**src/design/usv_pkg.sv**
```systemverilog
// Shared types, widths and constants for the UV sphere vertex generator.
// No dependencies; each design file but usv_checker uses its scoped names.
package usv_pkg;

   localparam int DefaultMaxRings   = 256;
   localparam int DefaultMaxStacks  = 256;
   localparam int DefaultCordicSteps = 16;

   localparam int IdxW   = 9;    // stack/sector index and count registers
   localparam int RadW   = 16;
   localparam int AngW   = 32;   // one turn = 2^32
   localparam int NumW   = 41;   // widest divider numerator
   localparam int TexW   = 17;
   localparam int BaseW  = 17;
   localparam int MaskW  = 2;
   localparam int PosW   = 17;
   localparam int Q14W   = 16;
   localparam int CordW  = 34;   // Q2.30 datapath with headroom
   localparam int AtanEntries = 24;

   localparam int DivSideW  = BaseW + MaskW;
   localparam int CordSideW = DivSideW + 2 * TexW;

   localparam logic signed [CordW-1:0] CordicGain = 34'sd652032874;
   localparam logic signed [CordW-1:0] Q14One     = 34'sd16384;

   localparam logic [31:0] AtanTurns [AtanEntries] = '{
      32'd536870912, 32'd316933406, 32'd167458907, 32'd85004756,
      32'd42667331,  32'd21354465,  32'd10679838,  32'd5340245,
      32'd2670163,   32'd1335087,   32'd667544,    32'd333772,
      32'd166886,    32'd83443,     32'd41722,     32'd20861,
      32'd10430,     32'd5215,      32'd2608,      32'd1304,
      32'd652,       32'd326,       32'd163,       32'd81
   };

   typedef enum logic [1:0] {
      CSR_RADIUS      = 2'd0,
      CSR_RING_COUNT  = 2'd1,
      CSR_STACK_COUNT = 2'd2
   } csr_index_type;

   typedef struct packed {
      logic [BaseW-1:0] base;
      logic [MaskW-1:0] mask;
   } div_side_type;

   typedef struct packed {
      div_side_type     grid;
      logic [TexW-1:0]  tex_s;
      logic [TexW-1:0]  tex_t;
   } cord_side_type;

endpackage

```
**src/design/usv_mult.sv**
```systemverilog
// Product stages: normal and z terms, then radius scaling of the x/y terms.
// The second stage is the result register. Uses usv_pkg.
module usv_mult (
   input  logic                              clock,
   input  logic                              reset,
   input  logic                              en,
   input  logic                              in_valid,
   input  logic signed [usv_pkg::Q14W-1:0]   cth,
   input  logic signed [usv_pkg::Q14W-1:0]   sth,
   input  logic signed [usv_pkg::Q14W-1:0]   cph,
   input  logic signed [usv_pkg::Q14W-1:0]   sph,
   input  logic [usv_pkg::RadW-1:0]          radius,
   input  usv_pkg::cord_side_type            in_side,
   output logic                              out_valid,
   output logic signed [usv_pkg::PosW-1:0]   pos_x,
   output logic signed [usv_pkg::PosW-1:0]   pos_y,
   output logic signed [usv_pkg::PosW-1:0]   pos_z,
   output logic signed [usv_pkg::Q14W-1:0]   norm_x,
   output logic signed [usv_pkg::Q14W-1:0]   norm_y,
   output logic signed [usv_pkg::Q14W-1:0]   norm_z,
   output logic signed [usv_pkg::Q14W-1:0]   tan_x,
   output logic signed [usv_pkg::Q14W-1:0]   tan_y,
   output usv_pkg::cord_side_type            out_side
);
   localparam int PW = 2 * usv_pkg::Q14W;          // sin*cos product
   localparam int RW = usv_pkg::RadW + 1;          // radius as signed
   localparam int LW = RW + PW;                    // radius * product

   logic signed [RW-1:0] rad_s;
   assign rad_s = $signed({1'b0, radius});

   // stage A
   logic signed [PW-1:0]            px_ff, py_ff, pz_ff;
   logic signed [usv_pkg::Q14W-1:0] cph_a_ff, sth_a_ff, cth_a_ff;
   usv_pkg::cord_side_type          side_a_ff;
   logic                            vld_a_ff;

   always_ff @(posedge clock) begin
      if (reset) begin
         vld_a_ff <= 1'b0;
      end else if (en) begin
         vld_a_ff <= in_valid;
      end
   end

   always_ff @(posedge clock) begin
      if (en) begin
         px_ff     <= sph * cth;
         py_ff     <= sph * sth;
         pz_ff     <= PW'(rad_s * cph);
         cph_a_ff  <= cph;
         sth_a_ff  <= sth;
         cth_a_ff  <= cth;
         side_a_ff <= in_side;
      end
   end

   // stage B: scale by radius and round
   logic signed [LW-1:0] lx, ly;
   logic signed [PW-1:0] nx, ny, nz;
   assign lx = (rad_s * px_ff + LW'(1 << 27)) >>> 28;
   assign ly = (rad_s * py_ff + LW'(1 << 27)) >>> 28;
   assign nx = (px_ff + PW'(1 << 13)) >>> 14;
   assign ny = (py_ff + PW'(1 << 13)) >>> 14;
   assign nz = (pz_ff + PW'(1 << 13)) >>> 14;

   logic                            vld_b_ff;
   logic signed [usv_pkg::PosW-1:0] pos_x_ff, pos_y_ff, pos_z_ff;
   logic signed [usv_pkg::Q14W-1:0] norm_x_ff, norm_y_ff, norm_z_ff;
   logic signed [usv_pkg::Q14W-1:0] tan_x_ff, tan_y_ff;
   usv_pkg::cord_side_type          side_b_ff;

   always_ff @(posedge clock) begin
      if (reset) begin
         vld_b_ff <= 1'b0;
      end else if (en) begin
         vld_b_ff <= vld_a_ff;
      end
   end

   always_ff @(posedge clock) begin
      if (en) begin
         pos_x_ff  <= lx[usv_pkg::PosW-1:0];
         pos_y_ff  <= ly[usv_pkg::PosW-1:0];
         pos_z_ff  <= nz[usv_pkg::PosW-1:0];
         norm_x_ff <= nx[usv_pkg::Q14W-1:0];
         norm_y_ff <= ny[usv_pkg::Q14W-1:0];
         norm_z_ff <= cph_a_ff;
         tan_x_ff  <= -sth_a_ff;
         tan_y_ff  <= cth_a_ff;
         side_b_ff <= side_a_ff;
      end
   end

   assign out_valid = vld_b_ff;
   assign pos_x     = pos_x_ff;
   assign pos_y     = pos_y_ff;
   assign pos_z     = pos_z_ff;
   assign norm_x    = norm_x_ff;
   assign norm_y    = norm_y_ff;
   assign norm_z    = norm_z_ff;
   assign tan_x     = tan_x_ff;
   assign tan_y     = tan_y_ff;
   assign out_side  = side_b_ff;

endmodule

```
**config.mk**
```make
export PLATFORM = sky130hd
export DESIGN_NAME = usv_mult
export DESIGN_NICKNAME = d
export VERILOG_FILES = /design/src/design/usv_pkg.sv /design/src/design/usv_mult.sv
export SDC_FILE = /design/constraint.sdc
export NUM_CORES = 2
export LEC_CHECK = 0
export BUFFER_PORTS_ARGS = -buffer_cell sky130_fd_sc_hd__buf_2
export CAP_MARGIN = 40
export CORE_MARGIN = 5
export CORE_UTILIZATION = 45
export CTS_BUF_LIST = sky130_fd_sc_hd__clkbuf_4 sky130_fd_sc_hd__clkbuf_8
export DETAILED_ROUTE_END_ITERATION = 10
export SYNTH_ARGS = -nofsm -noshare
export SYNTH_HDL_FRONTEND = slang
export SYNTH_SLANG_ARGS = --single-unit
```
**constraint.sdc**
```tcl
create_clock -name clock -period 5.9 [get_ports clock]
set_input_delay 0.295 -clock clock [delete_from_list [all_inputs] [get_ports clock]]
set_output_delay 0.295 -clock clock [all_outputs]
set_load 0.01 [all_outputs]
```
# Word-level counts from Yosys, hierarchy flattened
# Cells that the tools add are included.
dict set report classes {
  addsub 6
  n_mul 5
}
# cell n
set ops {}
lappend ops {{adder 45 x 29 -> 45 bit (second input constant)} 2}
lappend ops {{multiplier 17 x 32 -> 45 bit} 2}
lappend ops {{multiplier 16 x 16 -> 32 bit} 2}
lappend ops {{adder 30 x 15 -> 30 bit (second input constant)} 2}
lappend ops {{adder 31 x 15 -> 31 bit (second input constant)} 1}
lappend ops {{multiplier 17 x 16 -> 31 bit} 1}
lappend ops {{negation 16 bit} 1}
dict set report totals {
  register_bits 382
  in_bits 137
  output_inout_bits 185
}

# Logic depth before layout (Yosys ltp)
dict set report logic_depth {
  depth_word 2
  mapped_depth 26
  depth_no_buf 24
}

# Worst setup path before layout
# OpenSTA, ideal clock, no wires.
dict set report synth_path {
  kind {input to register}
  from {input port radius[8] in the netlist's numbering}
  to {register pos_y_ff (netlist bit pos_y[11]) (data pin)}
  setup_time_ps 258
  arrival_time_ps 6094
  t_required_ps 5642
  slack_ps -452
  path_stages 24
  n_path_buf 2
  path_cell_list {clkbuf_1 -> clkbuf_1 -> nand2_1 -> fa_1 -> inv_1 -> fa_1 -> inv_1 -> fa_1 -> inv_1 -> fa_1 -> fa_1 -> inv_1 -> fa_1 -> inv_1 -> ha_1 -> and2_1 -> a221oi_2 -> a2111oi_0 -> a21o_1 -> a221o_1 -> a211oi_2 -> o21ai_0 -> a211oi_1 -> nor2_1}
}
dict set report synth_via {
  elab_chain_len 2
}
# item line_no
set synth_lines {}
lappend synth_lines {{from (decl)} usv_mult.sv:12} ;# input logic [usv_pkg::RadW-1:0] radius,
lappend synth_lines {{multiplier 17 x 32 -> 45 bit} usv_mult.sv:62} ;# assign ly = (rad_s * py_ff + LW'(1 << 27)) >>> 28;
lappend synth_lines {{adder 45 x 29 -> 45 bit} usv_mult.sv:62}
lappend synth_lines {{named net ly[11]} usv_mult.sv:59} ;# logic signed [LW-1:0] lx, ly;
lappend synth_lines {{to (signal assigned)} usv_mult.sv:84} ;# pos_y_ff <= ly[usv_pkg::PosW-1:0];
lappend synth_lines {{to (decl)} usv_mult.sv:68} ;# logic signed [usv_pkg::PosW-1:0] pos_x_ff, pos_y_ff, pos_z_ff;
# The timed path passes the listed nets, and every way through them passes these cells.
# A chain may end at the register's enable or synchronous reset.

# Worst setup path in the final report
dict set report layout_path {
  from {register px_ff[13]}
  to {register pos_x_ff (netlist bit pos_x[9]) (data pin)}
}
dict set report layout_via {
  elab_chain_len 2
}
# item line_no
set layout_lines {}
lappend layout_lines {{from (decl)} usv_mult.sv:33} ;# logic signed [PW-1:0] px_ff, py_ff, pz_ff;
lappend layout_lines {{from (signal assigned)} usv_mult.sv:48} ;# px_ff <= sph * cth;
lappend layout_lines {{multiplier 17 x 32 -> 45 bit} usv_mult.sv:61} ;# assign lx = (rad_s * px_ff + LW'(1 << 27)) >>> 28;
lappend layout_lines {{adder 45 x 29 -> 45 bit} usv_mult.sv:61}
lappend layout_lines {{named net lx[9]} usv_mult.sv:59}
lappend layout_lines {{to (signal assigned)} usv_mult.sv:83} ;# pos_x_ff <= lx[usv_pkg::PosW-1:0];
lappend layout_lines {{to (decl)} usv_mult.sv:68}
# The timed path passes the listed nets, and every way through them passes these cells.

==> reports/metrics.yaml <==
die:
  core_area_um2: 164000
  die-width_um: 416
  start_util_pct: 45.1
  rows: 149
  ios: 322
  die_area_um2: 173000
  die_y_um: 416
global_routing:
  grt_pass1_wl_um: 315000
  grt_start_max_net_pins: 170
  antenna_found_initial: 13
  grt_pass1_vias: 58600
  grtUsageTotal_pct: 22.9
  overflow: 0
cts:
  clock-sinks: 369
  clk-insertion-delay-late_ps: 820
  cts_buffers: 74
  clkTransAtPathRegs_ps: 60
  clock_path_buffers: 3
  root_buffer: "clkbuf_8"
  h-tree-depth: 3
  tritoncts: "yes"
detailed_routing:
  drc: 0
  routed_via_density: 4.84
  dr.pass1.iters: 5
  vias: 52400
  wirelength_um: 193000
  drt-initial-drc-count: 2601
  wl_per_cell_um: 17.8
  ant_nets: 0
hold_path:
  hold_path_depth: 2
  hold_path_class: "input pin to register"
  hold_path_end: "cph_a_ff[7]"
  min_from: "cph[7]"
final_layout:
  drive_above_1_share_pct: 18.6
  num-fill-cells: 14700
  nNetsFinal: 10900
  stdcell_area_um2: 89200
  syn_to_final_growth_pct: 20.3
sta:
  min_period_ps: 6520
  finalHoldViolCount: 0
  skew_ps: 63.7
  max_freq_ghz: 0.153
  slew-limit-headroom_pct: 41.8
  slew_violations: 0
  worst-slew-pin-transition_ps: 873
  setup_viol: 34
  setup_slack_ps: -617
  post-route-period-util_pct: 110
  rsz0062_at_grt: "yes"
  fin_hold_ws_ps: 31.8
synth:
  synth.yosys.warnings: 0
  synth_top_flop_cell: "edfxtp_1"
  syn_area_um2: 74200
  ys_ff_latch: 369
  synth_cells: 7508
  synth-seq-area-share_pct: 14.9
  synthArstFlopShare_pct: 0
  synth_nets: 9822
  synth_enable_flop_cells: 367
  synth.distinct_cells: 69
  syn-mean-instance-area_um2: 9.88
critical_path:
  startpoint_type: "register"
  slowest_stage: "fa_2"
  rr_startpoint: "px_ff[13]"
  crit_fanout: 6
  rr_worst_depth: 23
  path_cells: "buf_12 -> buf_8 -> and2_4 -> fa_1 -> inv_2 -> fa_2 -> fa_1 -> inv_2 -> fa_2 -> fa_1 -> inv_1 -> fa_1 -> inv_2 -> ha_4 -> a21o_1 -> a31o_4 -> o31a_1 -> o31a_1 -> a31oi_4 -> o21ai_2 -> or3_4 -> a31oi_4 -> xnor2_1"
  arrival_ps: 7030
  reg2reg_slack_ps: -620
  reg2reg_to: "pos_x[9]"
  cp_common_cell: "fa_1"
  worstSetupPathType: "register to register"
  cp-end-kind: "register"
  required_ps: 6420
  slowest_delay_ps: 550
place:
  portBuffers: 321
  hpwl_um: 161000
  globalplace.congestion: 0.920
  place_area_um2: 84600
run:
  max-cap-violations: 0
outcome:
  run_status: "complete, but fails checks"
  violations: "negative setup slack"
==> flip-flops by register name, indices dropped and copies added, names as in the netlist, 17 cells and up <==
signal and flops:
pos_x 17, py_ff 32, out_side 53, pos_z 17, pz_ff 18, px_ff 32
pos_y 17, side_a_ff 53
==> cell type report <==
cell class / count / area, um2 / share of cell area [%]
inverters: 2068 / 7760 / 8.70
well taps: 2189 / 2740 / 3.07
clock inverters: 44 / 490 / 0.550
diodes: 10 / 25.0 / 0.0280
flip-flops and latches: 369 / 11100 / 12.4
clock buffers: 89 / 1130 / 1.27
repair buffers: 1300 / 10500 / 11.8
multi-input cells: 4752 / 55500 / 62.2
==> worst max-delay path: cells and delay by family (launching register included) <==
family,cells,cell delay (ps)
fa+ha+maj,7,3170
compound gates,7,1460
simple gates,2,530
buf+inv,6,510
flops,1,420
xor+xnor,1,90
==> through the flow <==
step	util [%]	setup TNS, ps	instances	worst slack (ps)
3_5_place_dp	51.5	-34940	10500	-867
5_1_grt	54.3	-19700	10800	-785
4_1_cts	53.6	-12310	10800	-624
6_report	54.3	-14000	10800	-617
3_3_place_gp	51.5	-30140	10500	-712
2_1_floorplan	-	-713	7508	-164
==> per-layer routing <==
layer	vias up	part of all wire (%)	track usage, %
li1	23900	-	-
met1	26800	42	30.2
met2	1354	48	38.2
met3	335	5.5	3.34
met4	4	4.5	9.22
met5	-	0.012	0
==> cell usage after synthesis, drive strengths merged (10+ instances only) <==
| cell type | n | area, um2 |
|---|---|---|
| nor3 | 31 | 155 |
| o21a | 25 | 188 |
| xor2 | 43 | 377 |
| clkbuf | 315 | 1180 |
| xnor2 | 169 | 1480 |
| nand4 | 23 | 144 |
| nor2 | 115 | 432 |
| o211ai | 10 | 75.1 |
| a211oi | 21 | 163 |
| nand2 | 752 | 2820 |
| a21o | 33 | 248 |
| ha | 542 | 6780 |
| and2 | 1031 | 6450 |
| and3 | 10 | 62.6 |
| edfxtp | 367 | 11000 |
| a21oi | 64 | 320 |
| o21bai | 11 | 82.6 |
| nand2b | 29 | 181 |
| fa | 1635 | 32700 |
| inv | 2066 | 7750 |
| a31oi | 12 | 90.1 |
| nand3 | 45 | 225 |
| o21ai | 50 | 258 |
==> placed cells by master, fill, tap and decap left out, types with 10 or more instances in the layout <==
| cell | instances |
|---|---|
| a21o_1 | 33 |
| a21oi_1 | 47 |
| a21oi_2 | 15 |
| and2_1 | 997 |
| and2_4 | 33 |
| buf_12 | 76 |
| buf_2 | 296 |
| buf_4 | 752 |
| buf_6 | 74 |
| clkbuf_4 | 19 |
| clkbuf_8 | 74 |
| clkinv_1 | 14 |
| diode_2 | 10 |
| dlygate4sd3_1 | 84 |
| dlymetal6s4s_1 | 11 |
| edfxtp_1 | 367 |
| fa_1 | 1587 |
| fa_2 | 48 |
| ha_1 | 503 |
| ha_4 | 31 |
| inv_1 | 2029 |
| inv_2 | 37 |
| nand2_1 | 747 |
| nand2b_1 | 28 |
| nand3_1 | 42 |
| nand4_1 | 23 |
| nor2_1 | 107 |
| nor3_1 | 29 |
| o211ai_1 | 10 |
| o21a_1 | 25 |
| o21ai_0 | 28 |
| o21ai_1 | 12 |
| o21ai_2 | 10 |
| xnor2_1 | 164 |
| xor2_1 | 39 |
==> timing repair <==
| action | 4_1_cts | 5_1_grt |
|---|---|---|
| gates resized for setup | 146 | 245 |
| hold endpoints to repair | 146 | 3 |
| endpoints found under the setup margin | 33 | 68 |
| pin swaps | 91 | 167 |
| hold buffers | 95 | 3 |
| buffers inserted | 37 | 40 |
==> worst max path at each step <==
stage,depth (start not counted),start,to,slack (ps)
after floorplan,22,py_ff[8],pos_y[11],-160
after global placement,22,radius[8],pos_y[16],-710
after detailed placement,24,radius[8],pos_y[16],-870
after CTS,24,py_ff[16],pos_y[13],-620
after global routing,25,px_ff[13],pos_x[15],-790
final,23,px_ff[13],pos_x[9],-620
==> cells by family after synthesis <==
kind of cell,Yosys count,synth area share [%]
AO/OA/AOI/OAI,287,2.73
XOR/XNOR,212,2.50
adder cells (fa/ha/maj),2177,53.3
buffers and inverters,2387,12.1
flip-flops,369,14.9
multiplexers,2,0.0270
AND/OR/NAND/NOR,2074,14.5
Power is not shown: default switching activity piles up to over one toggle a cycle in this logic, so the estimate is an artifact.
